--- config.mk ---
export PLATFORM = sky130hd
export DESIGN_NAME = multi_channel_timeout_monitor
export DESIGN_NICKNAME = d
export VERILOG_FILES = /design/src/hdl/mctm_pkg.sv /design/src/hdl/multi_channel_timeout_monitor.sv /design/src/hdl/mctm_front.sv /design/src/hdl/mctm_fifo.sv /design/src/hdl/mctm_back.sv
export SDC_FILE = /design/constraint.sdc
export NUM_CORES = 2
export LEC_CHECK = 0
export ABC_AREA = 1
export BUFFER_PORTS_ARGS = -buffer_cell sky130_fd_sc_hd__buf_2
export CORE_AREA = 3 3 453 455
export CTS_BUF_LIST = sky130_fd_sc_hd__clkbuf_4 sky130_fd_sc_hd__clkbuf_8 sky130_fd_sc_hd__clkbuf_16
export CTS_CLUSTER_DIAMETER = 30
export CTS_CLUSTER_SIZE = 40
export DETAILED_ROUTE_END_ITERATION = 16
export DIE_AREA = 0 0 456 458
export MAX_ROUTING_LAYER = met4
export PLACE_DENSITY = 0.72
export SLEW_MARGIN = 0
export SYNTH_ARGS = -nofsm -noshare
export SYNTH_HDL_FRONTEND = slang
export SYNTH_HIERARCHICAL = 1
export SYNTH_SLANG_ARGS = --single-unit
export TNS_END_PERCENT = 5
--- constraint.sdc ---
create_clock -name i_clk -period 25.5 [get_ports i_clk]
set_input_delay 5.1 -clock i_clk [delete_from_list [all_inputs] [get_ports i_clk]]
set_output_delay 5.1 -clock i_clk [all_outputs]
set_load 0.03 [all_outputs]
--- src/hdl/mctm_pkg.sv ---
package mctm_pkg;

    localparam int S_TDATA_W = 136;
    localparam int M_TDATA_W = 8;
    localparam int OP_W      = 3;
    localparam int PADDR_W   = 3;

    localparam logic [OP_W-1:0] OP_INIT  = 3'd0;
    localparam logic [OP_W-1:0] OP_FEED  = 3'd1;
    localparam logic [OP_W-1:0] OP_SCAN  = 3'd2;
    localparam logic [OP_W-1:0] OP_ENALL = 3'd3;
    localparam logic [OP_W-1:0] OP_QUERY = 3'd4;

    localparam logic [PADDR_W-1:0] ADDR_IGNORED = 3'd0;
    localparam logic [5:0]         IGN_RESET    = 6'd63;

    localparam int FIFO_DEPTH = 2;
    localparam int FIFO_PTR_W = 1;
    localparam int FIFO_CNT_W = 2;

    typedef enum logic [2:0] {
        K_INIT  = 3'd0,
        K_FEED  = 3'd1,
        K_SCAN  = 3'd2,
        K_ENALL = 3'd3,
        K_QUERY = 3'd4
    } t_kind;

    typedef struct packed {
        t_kind       kind;
        logic [3:0]  ch;
        logic        vld;
        logic [31:0] now;
        logic [31:0] start_to;
        logic [31:0] run_to;
        logic        close_on;
        logic [31:0] close_to;
    } t_cmd;

    typedef struct packed {
        logic [3:0] ch;
        logic       ev;
        logic       cl;
        logic       ef;
        logic       last;
    } t_result;

endpackage

--- src/hdl/multi_channel_timeout_monitor.sv ---
// Channel   | Handshake          | Payload
// s_axis    | tvalid/tready      | tuser = op, tdata = channel .. close_timeout
// m_axis    | tvalid/tready      | tdata = out_channel .. err_flag, tlast = last
// apb       | psel/penable/pwrite| reg 0 at 0x0: ignored_channel
// Scan: one channel per cycle, unless the result output stalls, through a 3-stage
// compare pipeline; init, feed, enable-all and query each give a single result.
// The back end starts the next item only once the scan pipeline has drained.
// Reset is synchronous, active low, and clears all channel flags at once.
// A 2-deep command queue lets inputs be taken while results stall.
module multi_channel_timeout_monitor #(
    parameter int CHANNELS = 16
) (
    input  logic                           i_clk,
    input  logic                           i_rst_n,
    input  logic                           s_axis_tvalid,
    output logic                           s_axis_tready,
    // [3:0] channel, [35:4] now, [67:36] start_timeout, [99:68] run_timeout,
    // [100] close_on, [132:101] close_timeout, [135:133] zero
    input  logic [mctm_pkg::S_TDATA_W-1:0] s_axis_tdata,
    // [2:0] op
    input  logic [mctm_pkg::OP_W-1:0]      s_axis_tuser,
    output logic                           m_axis_tvalid,
    input  logic                           m_axis_tready,
    // [3:0] out_channel, [4] err_event, [5] close_event, [6] err_flag, [7] zero
    output logic [mctm_pkg::M_TDATA_W-1:0] m_axis_tdata,
    output logic                           m_axis_tlast,
    input  logic                           psel,
    input  logic                           penable,
    input  logic                           pwrite,
    input  logic [mctm_pkg::PADDR_W-1:0]   paddr,
    input  logic [31:0]                    pwdata,
    output logic [31:0]                    prdata,
    output logic                           pready
);
    import mctm_pkg::*;

    logic    front_valid, q_ready, q_valid, q_pop;
    t_cmd    front_cmd, q_cmd;
    t_result res;

    mctm_front #(.CHANNELS(CHANNELS)) u_front (
        .i_clk         (i_clk),
        .i_rst_n       (i_rst_n),
        .s_axis_tvalid (s_axis_tvalid),
        .s_axis_tready (s_axis_tready),
        .s_axis_tdata  (s_axis_tdata),
        .s_axis_tuser  (s_axis_tuser),
        .psel          (psel),
        .penable       (penable),
        .pwrite        (pwrite),
        .paddr         (paddr),
        .pwdata        (pwdata),
        .prdata        (prdata),
        .pready        (pready),
        .o_cmd_valid   (front_valid),
        .o_cmd         (front_cmd),
        .i_cmd_ready   (q_ready)
    );

    mctm_fifo u_fifo (
        .i_clk   (i_clk),
        .i_rst_n (i_rst_n),
        .i_push  (front_valid),
        .i_data  (front_cmd),
        .o_ready (q_ready),
        .o_valid (q_valid),
        .o_data  (q_cmd),
        .i_pop   (q_pop)
    );

    mctm_back #(.CHANNELS(CHANNELS)) u_back (
        .i_clk       (i_clk),
        .i_rst_n     (i_rst_n),
        .i_cmd_valid (q_valid),
        .i_cmd       (q_cmd),
        .o_cmd_pop   (q_pop),
        .o_res_valid (m_axis_tvalid),
        .o_res       (res),
        .i_res_ready (m_axis_tready)
    );

    assign m_axis_tdata = {1'b0, res.ef, res.cl, res.ev, res.ch};
    assign m_axis_tlast = res.last;

endmodule

--- src/hdl/mctm_front.sv ---
module mctm_front #(
    parameter int CHANNELS = 16
) (
    input  logic                             i_clk,
    input  logic                             i_rst_n,
    input  logic                             s_axis_tvalid,
    output logic                             s_axis_tready,
    // channel, now, start_timeout, run_timeout, close_on, close_timeout, pad
    input  logic [mctm_pkg::S_TDATA_W-1:0]   s_axis_tdata,
    // op
    input  logic [mctm_pkg::OP_W-1:0]        s_axis_tuser,
    input  logic                             psel,
    input  logic                             penable,
    input  logic                             pwrite,
    input  logic [mctm_pkg::PADDR_W-1:0]     paddr,
    input  logic [31:0]                      pwdata,
    output logic [31:0]                      prdata,
    output logic                             pready,
    output logic                             o_cmd_valid,
    output mctm_pkg::t_cmd                   o_cmd,
    input  logic                             i_cmd_ready
);
    import mctm_pkg::*;

    localparam logic [6:0] CH_LIM = 7'(CHANNELS);

    logic [5:0] r_ign;
    logic       ch_ok;
    logic       known;
    t_kind      kind;

    assign pready = 1'b1;
    assign prdata = (paddr == ADDR_IGNORED) ? {26'd0, r_ign} : 32'd0;

    always_ff @(posedge i_clk) begin
        if (!i_rst_n) begin
            r_ign <= IGN_RESET;
        end else if (psel && penable && pwrite && paddr == ADDR_IGNORED) begin
            r_ign <= pwdata[5:0];
        end
    end

    assign ch_ok = ({3'd0, s_axis_tdata[3:0]} < CH_LIM);

    // invalid init/feed and ignored feeds only answer, like a query
    always_comb begin
        known = 1'b1;
        kind  = K_QUERY;
        unique case (s_axis_tuser)
            OP_INIT:  kind = ch_ok ? K_INIT : K_QUERY;
            OP_FEED:  kind = (ch_ok && {2'd0, s_axis_tdata[3:0]} != r_ign) ? K_FEED : K_QUERY;
            OP_SCAN:  kind = K_SCAN;
            OP_ENALL: kind = K_ENALL;
            OP_QUERY: kind = K_QUERY;
            default:  known = 1'b0;
        endcase
    end

    assign s_axis_tready = i_cmd_ready;
    assign o_cmd_valid   = s_axis_tvalid && known;

    always_comb begin
        o_cmd.kind     = kind;
        o_cmd.ch       = s_axis_tdata[3:0];
        o_cmd.vld      = ch_ok;
        o_cmd.now      = s_axis_tdata[35:4];
        o_cmd.start_to = s_axis_tdata[67:36];
        o_cmd.run_to   = s_axis_tdata[99:68];
        o_cmd.close_on = s_axis_tdata[100];
        o_cmd.close_to = s_axis_tdata[132:101];
    end

endmodule

--- src/hdl/mctm_fifo.sv ---
module mctm_fifo (
    input  logic           i_clk,
    input  logic           i_rst_n,
    input  logic           i_push,
    input  mctm_pkg::t_cmd i_data,
    output logic           o_ready,
    output logic           o_valid,
    output mctm_pkg::t_cmd o_data,
    input  logic           i_pop
);
    import mctm_pkg::*;

    localparam logic [FIFO_CNT_W-1:0] FULL = FIFO_CNT_W'(FIFO_DEPTH);

    t_cmd                  r_mem [FIFO_DEPTH];
    logic [FIFO_PTR_W-1:0] r_wp;
    logic [FIFO_PTR_W-1:0] r_rp;
    logic [FIFO_CNT_W-1:0] r_cnt;
    logic                  do_push;
    logic                  do_pop;

    assign o_ready = (r_cnt != FULL);
    assign o_valid = (r_cnt != '0);
    assign o_data  = r_mem[r_rp];
    assign do_push = i_push && o_ready;
    assign do_pop  = i_pop && o_valid;

    always_ff @(posedge i_clk) begin
        if (do_push) begin
            r_mem[r_wp] <= i_data;
        end
    end

    always_ff @(posedge i_clk) begin
        if (!i_rst_n) begin
            r_wp  <= '0;
            r_rp  <= '0;
            r_cnt <= '0;
        end else begin
            if (do_push) begin
                r_wp <= r_wp + 1'b1;
            end
            if (do_pop) begin
                r_rp <= r_rp + 1'b1;
            end
            if (do_push && !do_pop) begin
                r_cnt <= r_cnt + 1'b1;
            end else if (do_pop && !do_push) begin
                r_cnt <= r_cnt - 1'b1;
            end
        end
    end

endmodule

--- src/hdl/mctm_back.sv ---
module mctm_back #(
    parameter int CHANNELS = 16
) (
    input  logic              i_clk,
    input  logic              i_rst_n,
    input  logic              i_cmd_valid,
    input  mctm_pkg::t_cmd    i_cmd,
    output logic              o_cmd_pop,
    output logic              o_res_valid,
    output mctm_pkg::t_result o_res,
    input  logic              i_res_ready
);
    import mctm_pkg::*;

    localparam int          IW   = (CHANNELS > 1) ? $clog2(CHANNELS) : 1;
    localparam logic [IW-1:0] LAST = IW'(CHANNELS - 1);

    typedef enum logic [1:0] {
        ST_IDLE = 2'b01,
        ST_SCAN = 2'b10
    } t_state;

    t_state r_state;
    logic [IW-1:0] r_idx;
    logic [31:0]   r_now;

    logic [31:0]   r_stamp_mem [CHANNELS];
    logic [95:0]   r_lim_mem   [CHANNELS];
    logic [CHANNELS-1:0] r_stamp_ok, r_lim_ok;
    logic [CHANNELS-1:0] r_sp, r_run, r_err, r_ce;

    // stage 1: memory read data
    logic          r_s1_vld, r_s1_last, r_s1_sok, r_s1_lok;
    logic [IW-1:0] r_s1_idx;
    logic [31:0]   r_s1_stamp;
    logic [95:0]   r_s1_lim;
    // stage 2: elapsed and chosen limit
    logic          r_s2_vld, r_s2_last, r_s2_chk, r_s2_start, r_s2_ce;
    logic [IW-1:0] r_s2_idx;
    logic [31:0]   r_s2_elapsed, r_s2_limit, r_s2_close;
    // stage 3: compare and overshoot
    logic          r_s3_vld, r_s3_last, r_s3_chk, r_s3_start, r_s3_ce, r_s3_gt;
    logic [IW-1:0] r_s3_idx;
    logic [31:0]   r_s3_over, r_s3_close;

    logic    r_out_vld;
    t_result r_out;

    logic          adv, pipe_empty, pop, ns_fire, issue;
    logic [IW+3:0] ch_ext, idx_ext;
    logic [IW-1:0] c;
    logic          ns_ef;
    logic [31:0]   s1_stamp, s1_start, s1_runl, s1_close;
    logic          s1_in_start, s1_chk;
    logic          s3_ev, s3_cl;
    t_result       s3_res, ns_res;

    assign adv        = !r_out_vld || i_res_ready;
    assign pipe_empty = !r_s1_vld && !r_s2_vld && !r_s3_vld;
    assign pop        = i_cmd_valid && (r_state == ST_IDLE) && pipe_empty && adv;
    assign ns_fire    = pop && (i_cmd.kind != K_SCAN);
    assign issue      = (r_state == ST_SCAN) && adv;
    assign o_cmd_pop  = pop;

    assign ch_ext = {{IW{1'b0}}, i_cmd.ch};
    assign c      = ch_ext[IW-1:0];
    assign ns_ef  = i_cmd.vld && (i_cmd.kind != K_FEED) && r_err[c];

    always_comb begin
        ns_res.ch   = i_cmd.ch;
        ns_res.ev   = 1'b0;
        ns_res.cl   = 1'b0;
        ns_res.ef   = ns_ef;
        ns_res.last = 1'b1;
    end

    assign s1_stamp    = r_s1_sok ? r_s1_stamp : 32'd0;
    assign s1_start    = r_s1_lok ? r_s1_lim[95:64] : 32'd0;
    assign s1_runl     = r_s1_lok ? r_s1_lim[63:32] : 32'd0;
    assign s1_close    = r_s1_lok ? r_s1_lim[31:0]  : 32'd0;
    assign s1_in_start = r_sp[r_s1_idx] && (s1_start != 32'd0);
    assign s1_chk      = s1_in_start || (r_run[r_s1_idx] && s1_runl != 32'd0);

    assign s3_ev = r_s3_chk && r_s3_gt;
    assign s3_cl = r_s3_chk && (r_s3_gt ? (r_s3_ce && r_s3_over > r_s3_close)
                                        : (!r_s3_start && r_s3_ce));

    assign idx_ext = {4'd0, r_s3_idx};
    always_comb begin
        s3_res.ch   = idx_ext[3:0];
        s3_res.ev   = s3_ev;
        s3_res.cl   = s3_cl;
        s3_res.ef   = r_err[r_s3_idx] || s3_ev;
        s3_res.last = r_s3_last;
    end

    always_ff @(posedge i_clk) begin
        if (pop && i_cmd.kind == K_INIT) begin
            r_stamp_mem[c] <= 32'd0;
            r_lim_mem[c]   <= {i_cmd.start_to, i_cmd.run_to, i_cmd.close_to};
        end else if (pop && i_cmd.kind == K_FEED) begin
            r_stamp_mem[c] <= i_cmd.now;
        end
        if (pop) begin
            r_now <= i_cmd.now;
        end
        if (issue) begin
            r_s1_stamp <= r_stamp_mem[r_idx];
            r_s1_lim   <= r_lim_mem[r_idx];
            r_s1_sok   <= r_stamp_ok[r_idx];
            r_s1_lok   <= r_lim_ok[r_idx];
            r_s1_idx   <= r_idx;
            r_s1_last  <= (r_idx == LAST);
        end
        if (adv) begin
            r_s2_idx     <= r_s1_idx;
            r_s2_last    <= r_s1_last;
            r_s2_chk     <= s1_chk;
            r_s2_start   <= s1_in_start;
            r_s2_ce      <= r_ce[r_s1_idx];
            r_s2_elapsed <= r_now - s1_stamp;
            r_s2_limit   <= s1_in_start ? s1_start : s1_runl;
            r_s2_close   <= s1_close;

            r_s3_idx   <= r_s2_idx;
            r_s3_last  <= r_s2_last;
            r_s3_chk   <= r_s2_chk;
            r_s3_start <= r_s2_start;
            r_s3_ce    <= r_s2_ce;
            r_s3_gt    <= r_s2_elapsed > r_s2_limit;
            r_s3_over  <= r_s2_elapsed - r_s2_limit;
            r_s3_close <= r_s2_close;

            if (ns_fire) begin
                r_out <= ns_res;
            end else if (r_s3_vld) begin
                r_out <= s3_res;
            end
        end
    end

    always_ff @(posedge i_clk) begin
        if (!i_rst_n) begin
            r_state    <= ST_IDLE;
            r_idx      <= '0;
            r_s1_vld   <= 1'b0;
            r_s2_vld   <= 1'b0;
            r_s3_vld   <= 1'b0;
            r_out_vld  <= 1'b0;
            r_stamp_ok <= '0;
            r_lim_ok   <= '0;
            r_sp       <= '0;
            r_run      <= '0;
            r_err      <= '0;
            r_ce       <= '0;
        end else begin
            unique case (r_state)
                ST_IDLE: begin
                    if (pop && i_cmd.kind == K_SCAN) begin
                        r_state <= ST_SCAN;
                        r_idx   <= '0;
                    end
                end
                ST_SCAN: begin
                    if (issue) begin
                        if (r_idx == LAST) begin
                            r_state <= ST_IDLE;
                        end else begin
                            r_idx <= r_idx + 1'b1;
                        end
                    end
                end
                default: r_state <= ST_IDLE;
            endcase

            if (adv) begin
                r_s1_vld  <= issue;
                r_s2_vld  <= r_s1_vld;
                r_s3_vld  <= r_s2_vld;
                r_out_vld <= ns_fire || r_s3_vld;
            end

            if (pop) begin
                case (i_cmd.kind)
                    K_INIT: begin
                        r_sp[c]       <= 1'b1;
                        r_run[c]      <= 1'b0;
                        r_ce[c]       <= i_cmd.close_on;
                        r_stamp_ok[c] <= 1'b1;
                        r_lim_ok[c]   <= 1'b1;
                    end
                    K_FEED: begin
                        r_run[c]      <= 1'b1;
                        r_sp[c]       <= 1'b0;
                        r_err[c]      <= 1'b0;
                        r_stamp_ok[c] <= 1'b1;
                    end
                    K_ENALL: r_run <= '1;
                    default: ;
                endcase
            end

            if (adv && r_s3_vld && s3_ev) begin
                r_err[r_s3_idx] <= 1'b1;
                if (s3_cl) begin
                    if (r_s3_start) begin
                        r_sp[r_s3_idx] <= 1'b0;
                    end else begin
                        r_run[r_s3_idx] <= 1'b0;
                    end
                end
            end
        end
    end

    assign o_res_valid = r_out_vld;
    assign o_res       = r_out;

endmodule

; Yosys cells after proc, flatten, opt, wreduce, memory -nomap -nowiden
; Memory sizes are Yosys's and may differ from the RTL's. A register that Yosys moved wholly into a read port is not among the register bits.
; Index checks and enable logic that the tools add are counted.
[op_classes]
add_sub_neg = 7
magnitude_cmp = 8
n_eq_ne = 18
muxes = 66
n_bitwise = 13
n_reduce_logical = 57
[ops]
columns = op, count
row1 = two-way mux 16 bit, 14
row2 = two-way mux 32 bit, 5
row3 = bitwise AND 16 bit, 5
row4 = OR 16 bit, 5
row5 = greater-than comparator 32 bit, 2
row6 = nonzero test 32 bit, 2
row7 = subtractor 32 bit, 2
row8 = case mux 16 bit (3 select lines), 1
row9 = inverter 16 bit, 2
row10 = case mux 16 bit (2 select lines), 1
row11 = logical AND 1 bit, 29
row12 = binary-select mux 1 bit (select 4 bit), 7
row13 = "< comparator 4 x 5 -> 1 bit, second input constant", 4
row14 = two-way mux 1 bit, 20
row15 = bitwise mux 16 bit, 1
row16 = two-way mux 8 bit, 2
row17 = "== test 3 x 2 -> 1 bit, second input constant", 4
row18 = two-way mux 4 bit, 3
row19 = case mux 3 bit (4 select lines), 1
row20 = two-way mux 2 bit, 5
row21 = logical NOT 3 bit, 3
row22 = demux 1 bit (select 4 bit), 2
row23 = ">= comparator 4 x 1 -> 1 bit, second input constant", 2
row24 = "inequality test 2 bit, second input constant", 4
row25 = other kinds (27), 43
[word_totals]
register_bits = 340
ram_bits = 2320
wordCells = 214
mem_count = 3
[mem_list]
columns = memory, words, word_bits, read_ports, rd_clocked_by_memory_dff, write_ports, line_no
row1 = u_back.r_lim_mem, 16, 96, 1, 1, 1, mctm_back.sv:28  ; logic [95:0] r_lim_mem [CHANNELS];
row2 = u_back.r_stamp_mem, 16, 32, 1, 1, 1, mctm_back.sv:27  ; logic [31:0] r_stamp_mem [CHANNELS];
row3 = u_fifo.r_mem, 2, 136, 1, 1, 1, mctm_fifo.sv:15  ; t_cmd r_mem [FIFO_DEPTH];

; Logic depth before layout (Yosys ltp)
[logic_depth]
ltp_word = 13
ltp_mapped = 19
mapped_depth_nobuf = 18

; By module
; Netlist, hierarchy kept.
[by_module_without_submodules]
columns = mod, instances, cells_per_inst, area_each_um2, seq_area_each_um2
row1 = mctm_back, 1, 8015, 101046.9, 74191.2
row2 = mctm_fifo, 1, 463, 10204.8, 8328.0
row3 = mctm_front, 1, 228, 1617.8, 120.1
row4 = multi_channel_timeout_monitor, 1, 2, 11.3, 0.0

; Worst setup path after synthesis
; OpenSTA, ideal clock, no wires.
[synth_path]
path_kind = input port to flip-flop
start = in m_axis_tready
end = mem u_back.r_stamp_mem[0][0] (enable)
setup_ps = 391
arrival_ps = 11407
required_time_ps = 25109
path_slack_ps = 13703
path_stages = 8
cell_sequence = nor2_4 -> nor3_2 -> nand2_2 -> inv_2 -> nand2_4 -> nor2_1 -> inv_1 -> nand2_1
[synth_via]
elab_chain_cells = 7
word_cells_on_any_way = 10
cone_classes = mux: 5 / bitwise: 1 / reduce/logical: 4
[synth_rtl]
columns = element, line_no
row1 = from (decl), multi_channel_timeout_monitor.sv:23  ; input logic m_axis_tready,
row2 = logical OR 1 bit (*), mctm_back.sv:58  ; assign adv = !r_out_vld || i_res_ready;
row3 = logical AND 1 bit (*), mctm_back.sv:60  ; assign pop = i_cmd_valid && (r_state == ST_IDLE) && pipe_empty && adv;
row4 = named net q_pop, multi_channel_timeout_monitor.sv:37  ; logic front_valid, q_ready, q_valid, q_pop;
row5 = logical AND 1 bit, mctm_back.sv:101  ; end else if (pop && i_cmd.kind == K_FEED) begin
row6 = two-way mux 1 bit, mctm_back.sv:101
row7 = two-way mux 1 bit, mctm_back.sv:98  ; if (pop && i_cmd.kind == K_INIT) begin
row8 = two-way mux 1 bit (not written as such), mctm_back.sv:102  ; r_stamp_mem[c] <= i_cmd.now;
row9 = OR 1 bit (no line) (*), n/a
row10 = to (decl), mctm_back.sv:27
; The timed path passes the listed nets; every way through them passes the cells marked *.

; Worst setup path in the final report
[layout_path]
start = in paddr[1] in the netlist's numbering
end = out prdata[4]
[layout_via]
elab_chain_cells = 2
[layout_rtl]
columns = element, line_no
row1 = from (decl), multi_channel_timeout_monitor.sv:30  ; input logic [mctm_pkg::PADDR_W-1:0] paddr,
row2 = logical NOT 3 bit, mctm_front.sv:33  ; assign prdata = (paddr == ADDR_IGNORED) ? {26'd0, r_ign} : 32'd0;
row3 = two-way mux 6 bit, mctm_front.sv:33
row4 = to (decl), multi_channel_timeout_monitor.sv:32  ; output logic [31:0] prdata,
; Every way passes these cells.

==> impl_metrics.json <==
{
  "status": "finished, final reports clean",
  "leakage_uw": 0.0460,
  "via_count": 73205,
  "ys_ff_latch": 2791,
  "power_density_nw_per_um2": 113,
  "initial_core_util_pct": 56.0,
  "ant_nets": 0,
  "syn_area_sq_um": 113000,
  "synthTopCellsByArea": "edfxtp_1, o21ai_0, nor2_1, nand2_1, dfxtp_1",
  "crit_family": "simple AND/OR/NAND/NOR gates",
  "path_cells": "buf_2, nor2_1, nand2_2, nor2_1, buf_2",
  "fp.dieW_microns": 456,
  "finalCritPeriodShare_pct": 42.5,
  "synthCells": 8708,
  "layout-drive-gt1-share_pct": 14.3,
  "rr_endpoint": "u_back/r_s1_lim[45]$_DFFE_PP_",
  "first_pass_iters": 8,
  "root_buffer": "clkbuf_16",
  "ir_drop_mv": 0.101,
  "tns_ps": 0,
  "worstMarginPinSlew_ps": 1280,
  "cp.buffers_inverters": 2,
  "fp-row-count": 165,
  "yosysTopAreaCellShare_pct": 71.1,
  "cp-start-kind": "input pin",
  "synthFlopType": "edfxtp_1",
  "ys_seq_area_share_pct": 73.2,
  "reg2reg_depth": 9,
  "worstHoldStart": "u_back/r_s2_close[6]$_SDFFCE_PN0N_",
  "fin_crit_ps": 10850,
  "ioPinCount": 225,
  "grt_pass1_wl_mm": 441,
  "post_cts_resized": 0,
  "cts_inserted_buffers": 478,
  "place_congestion": 0.931,
  "core_area_sq_um": 202000,
  "wirelength_mm": 299,
  "cp_slowest_stage_delay_ps": 200,
  "holdBufCountCts": 0,
  "rr_startpoint": "u_back/r_idx[0]$_SDFFE_PN0P_",
  "min_path_type": "register to register",
  "path_max_fanout": 7,
  "antenna_found_initial": 10,
  "grt_util_all_layers_pct": 28.9,
  "maxCapViolCount": 0,
  "dp.cells": 11014,
  "cts_max_path_buffers": 4,
  "portBuffers": 167,
  "cts_tree": "done",
  "slowest_stage": "buf_2",
  "layoutNonFillerInstCount": 11898,
  "nets": 9102,
  "finalHoldViolCount": 0,
  "avgSynthCellArea_sq_um": 13.0,
  "grt_start_max_net_pins": 228,
  "synth_cell_types": 52,
  "synth_edf_count": 2674,
  "reg2reg_slack_ps": 19120,
  "grt_pass1_vias": 71661,
  "area_delta_synth_final_pct": 15.9,
  "overflow": 0,
  "dpl.hpwl_mm": 153,
  "die_area_sq_um": 209000,
  "worstHoldEndpoint": "u_back/r_s3_close[6]$_DFFE_PN_",
  "async_reset_ff_share_pct": 0,
  "rsz0062_at_grt": "no",
  "cts_max_level": 5,
  "fin_worst_skew_ps": 81.0,
  "yosys_warnings": 6,
  "critical_path_required_ps": 20400,
  "post-route-drc-count": 0,
  "setup_violations": 0,
  "wl_per_cell_microns": 25.1,
  "endpoint_kind": "primary output",
  "insertion_delay_ps": 990,
  "max-slew-margin-rel_pct": 14.5,
  "yosys.area.top_type": "edfxtp_1",
  "clock.fmax_mhz": 92.2,
  "slew_violations": 0,
  "path_class": "input pin to primary output",
  "clk_pin_slew_ps": 50,
  "fill_cells": 13884,
  "worstPathArrival_ps": 5750,
  "drt_iter0_drc": 9816,
  "min_path_cells": 0,
  "cts_sinks": 2791,
  "post_cts_buffers": 0,
  "vias_per_cell": 6.15,
  "fp.dieH_microns": 458
}
-- through the flow --
step	hold WS [ps]	setup WS, ps	total power, uW	util (%)	area, sq um
after CTS	395	14650	14800	64.9	131000
after detailed placement	405	14650	8500	56.9	115000
after floorplan	400	13700	7640	-	113000
after global placement	401	14610	8420	56.9	115000
after global routing	415	14570	15300	64.9	131000
final	391	14650	14800	64.9	131000
-- cell type report --
cell class	instances	area, sq um	area share [%]
multi-input cells	4859	25400	19.4
flip-flops and latches	2791	82700	63.2
clock buffers	521	12400	9.46
inverters	425	1640	1.25
diodes	10	25.0	0.0191
repair buffers	267	1760	1.35
clock inverters	353	3680	2.81
well taps	2672	3340	2.55
-- layer usage --
layer  global-route usage, %  wire [microns]  share of wire [%]
met5                       -               0                  0
met3                    5.10           29800                 10
met2                    45.0          143000                 48
met4                    12.4           12300                4.1
met1                    37.7          114000                 38
-- cell usage in the layout, fill, tap and decap left out, types with 73 or more instances in the layout --
cell type  instances
ha_1              97
o22ai_1          304
clkinv_2          73
nand3_1          289
buf_4             86
a21oi_1          184
nand2_1          809
mux2_2           137
o21ai_0         1135
edfxtp_1        2674
dfxtp_1          113
inv_1            385
nor2_1          1273
buf_2            167
o221ai_1         222
clkbuf_16        482
-- worst max path at each step --
stage / depth (start not counted) / from / to / slack [ps]
final: 5 / paddr[1] / prdata[4] / 14650
after detailed placement: 5 / paddr[1] / prdata[1] / 14650
after floorplan: 8 / m_axis_tready / u_back/r_stamp_mem[0][0]$_DFFE_PP_ / 13700
after global routing: 5 / paddr[1] / prdata[0] / 14570
after global placement: 5 / paddr[1] / prdata[1] / 14610
after CTS: 5 / paddr[1] / prdata[1] / 14650
-- report_power, final --
group          internal (uW)  total [uW]  switching, uW  leakage, uW
Clock                   4080        6280           2190      0.00776
Sequential              5620        5730            115       0.0257
Combinational            740        2760           2020       0.0125
Total                  10400       14800           4330       0.0460
-- cell usage after synthesis (4+ instances only) --
master / number
edfxtp_1: 2674
nor2_1: 1285
o21ai_0: 1135
nand2_1: 823
inv_1: 388
clkbuf_1: 305
o22ai_1: 304
nand3_1: 289
o221ai_1: 222
buf_4: 186
a21oi_1: 184
mux2_2: 137
buf_2: 126
dfxtp_1: 117
ha_1: 97
o211ai_1: 62
nand4_1: 52
xor2_1: 37
o21ai_1: 36
inv_2: 35
o21a_1: 23
a31oi_1: 22
buf_1: 17
nor3_1: 16
buf_6: 15
a21o_1: 14
xnor2_1: 13
nor2_2: 12
nor4_1: 11
clkbuf_8: 10
a22oi_1: 8
a21boi_0: 6
mux2i_1: 6
o21bai_1: 6
nand2_2: 4
-- state kept, by name (all words and copies together), names as in the netlist, 4 cells and up, named ones only --
signal / flops
u_back/r_s3_idx: 4
u_back/r_sp: 16
u_back/r_s1_lim: 96
u_back/r_lim_mem: 1536
u_back/r_s1_stamp: 32
u_back/r_s3_close: 32
u_back/r_idx: 4
u_back/r_now: 32
u_back/r_ce: 16
u_back/r_s1_idx: 4
u_back/r_run: 16
u_front/r_ign: 6
u_back/r_err: 16
u_back/r_s2_elapsed: 32
u_back/r_stamp_mem: 512
u_back/r_s2_idx: 4
u_back/r_stamp_ok: 16
u_back/r_s2_close: 32
u_back/r_s2_limit: 32
u_back/r_lim_ok: 16
u_fifo/r_mem: 274
u_back/r_s3_over: 32
u_back/o_res: 8
-- logic make-up after synthesis --
| logic type | synth area share (%) |
|---|---|
| and+or+nand+nor | 8.92 |
| xor gates and xnor gates | 0.388 |
| other | 0.00998 |
| AOI/OAI and AO/OA | 10.4 |
| muxes | 1.42 |
| DFF | 73.2 |
| buffers and inverters | 4.55 |
| adders and majority gates | 1.11 |
Power figures use the tool's default switching activity.
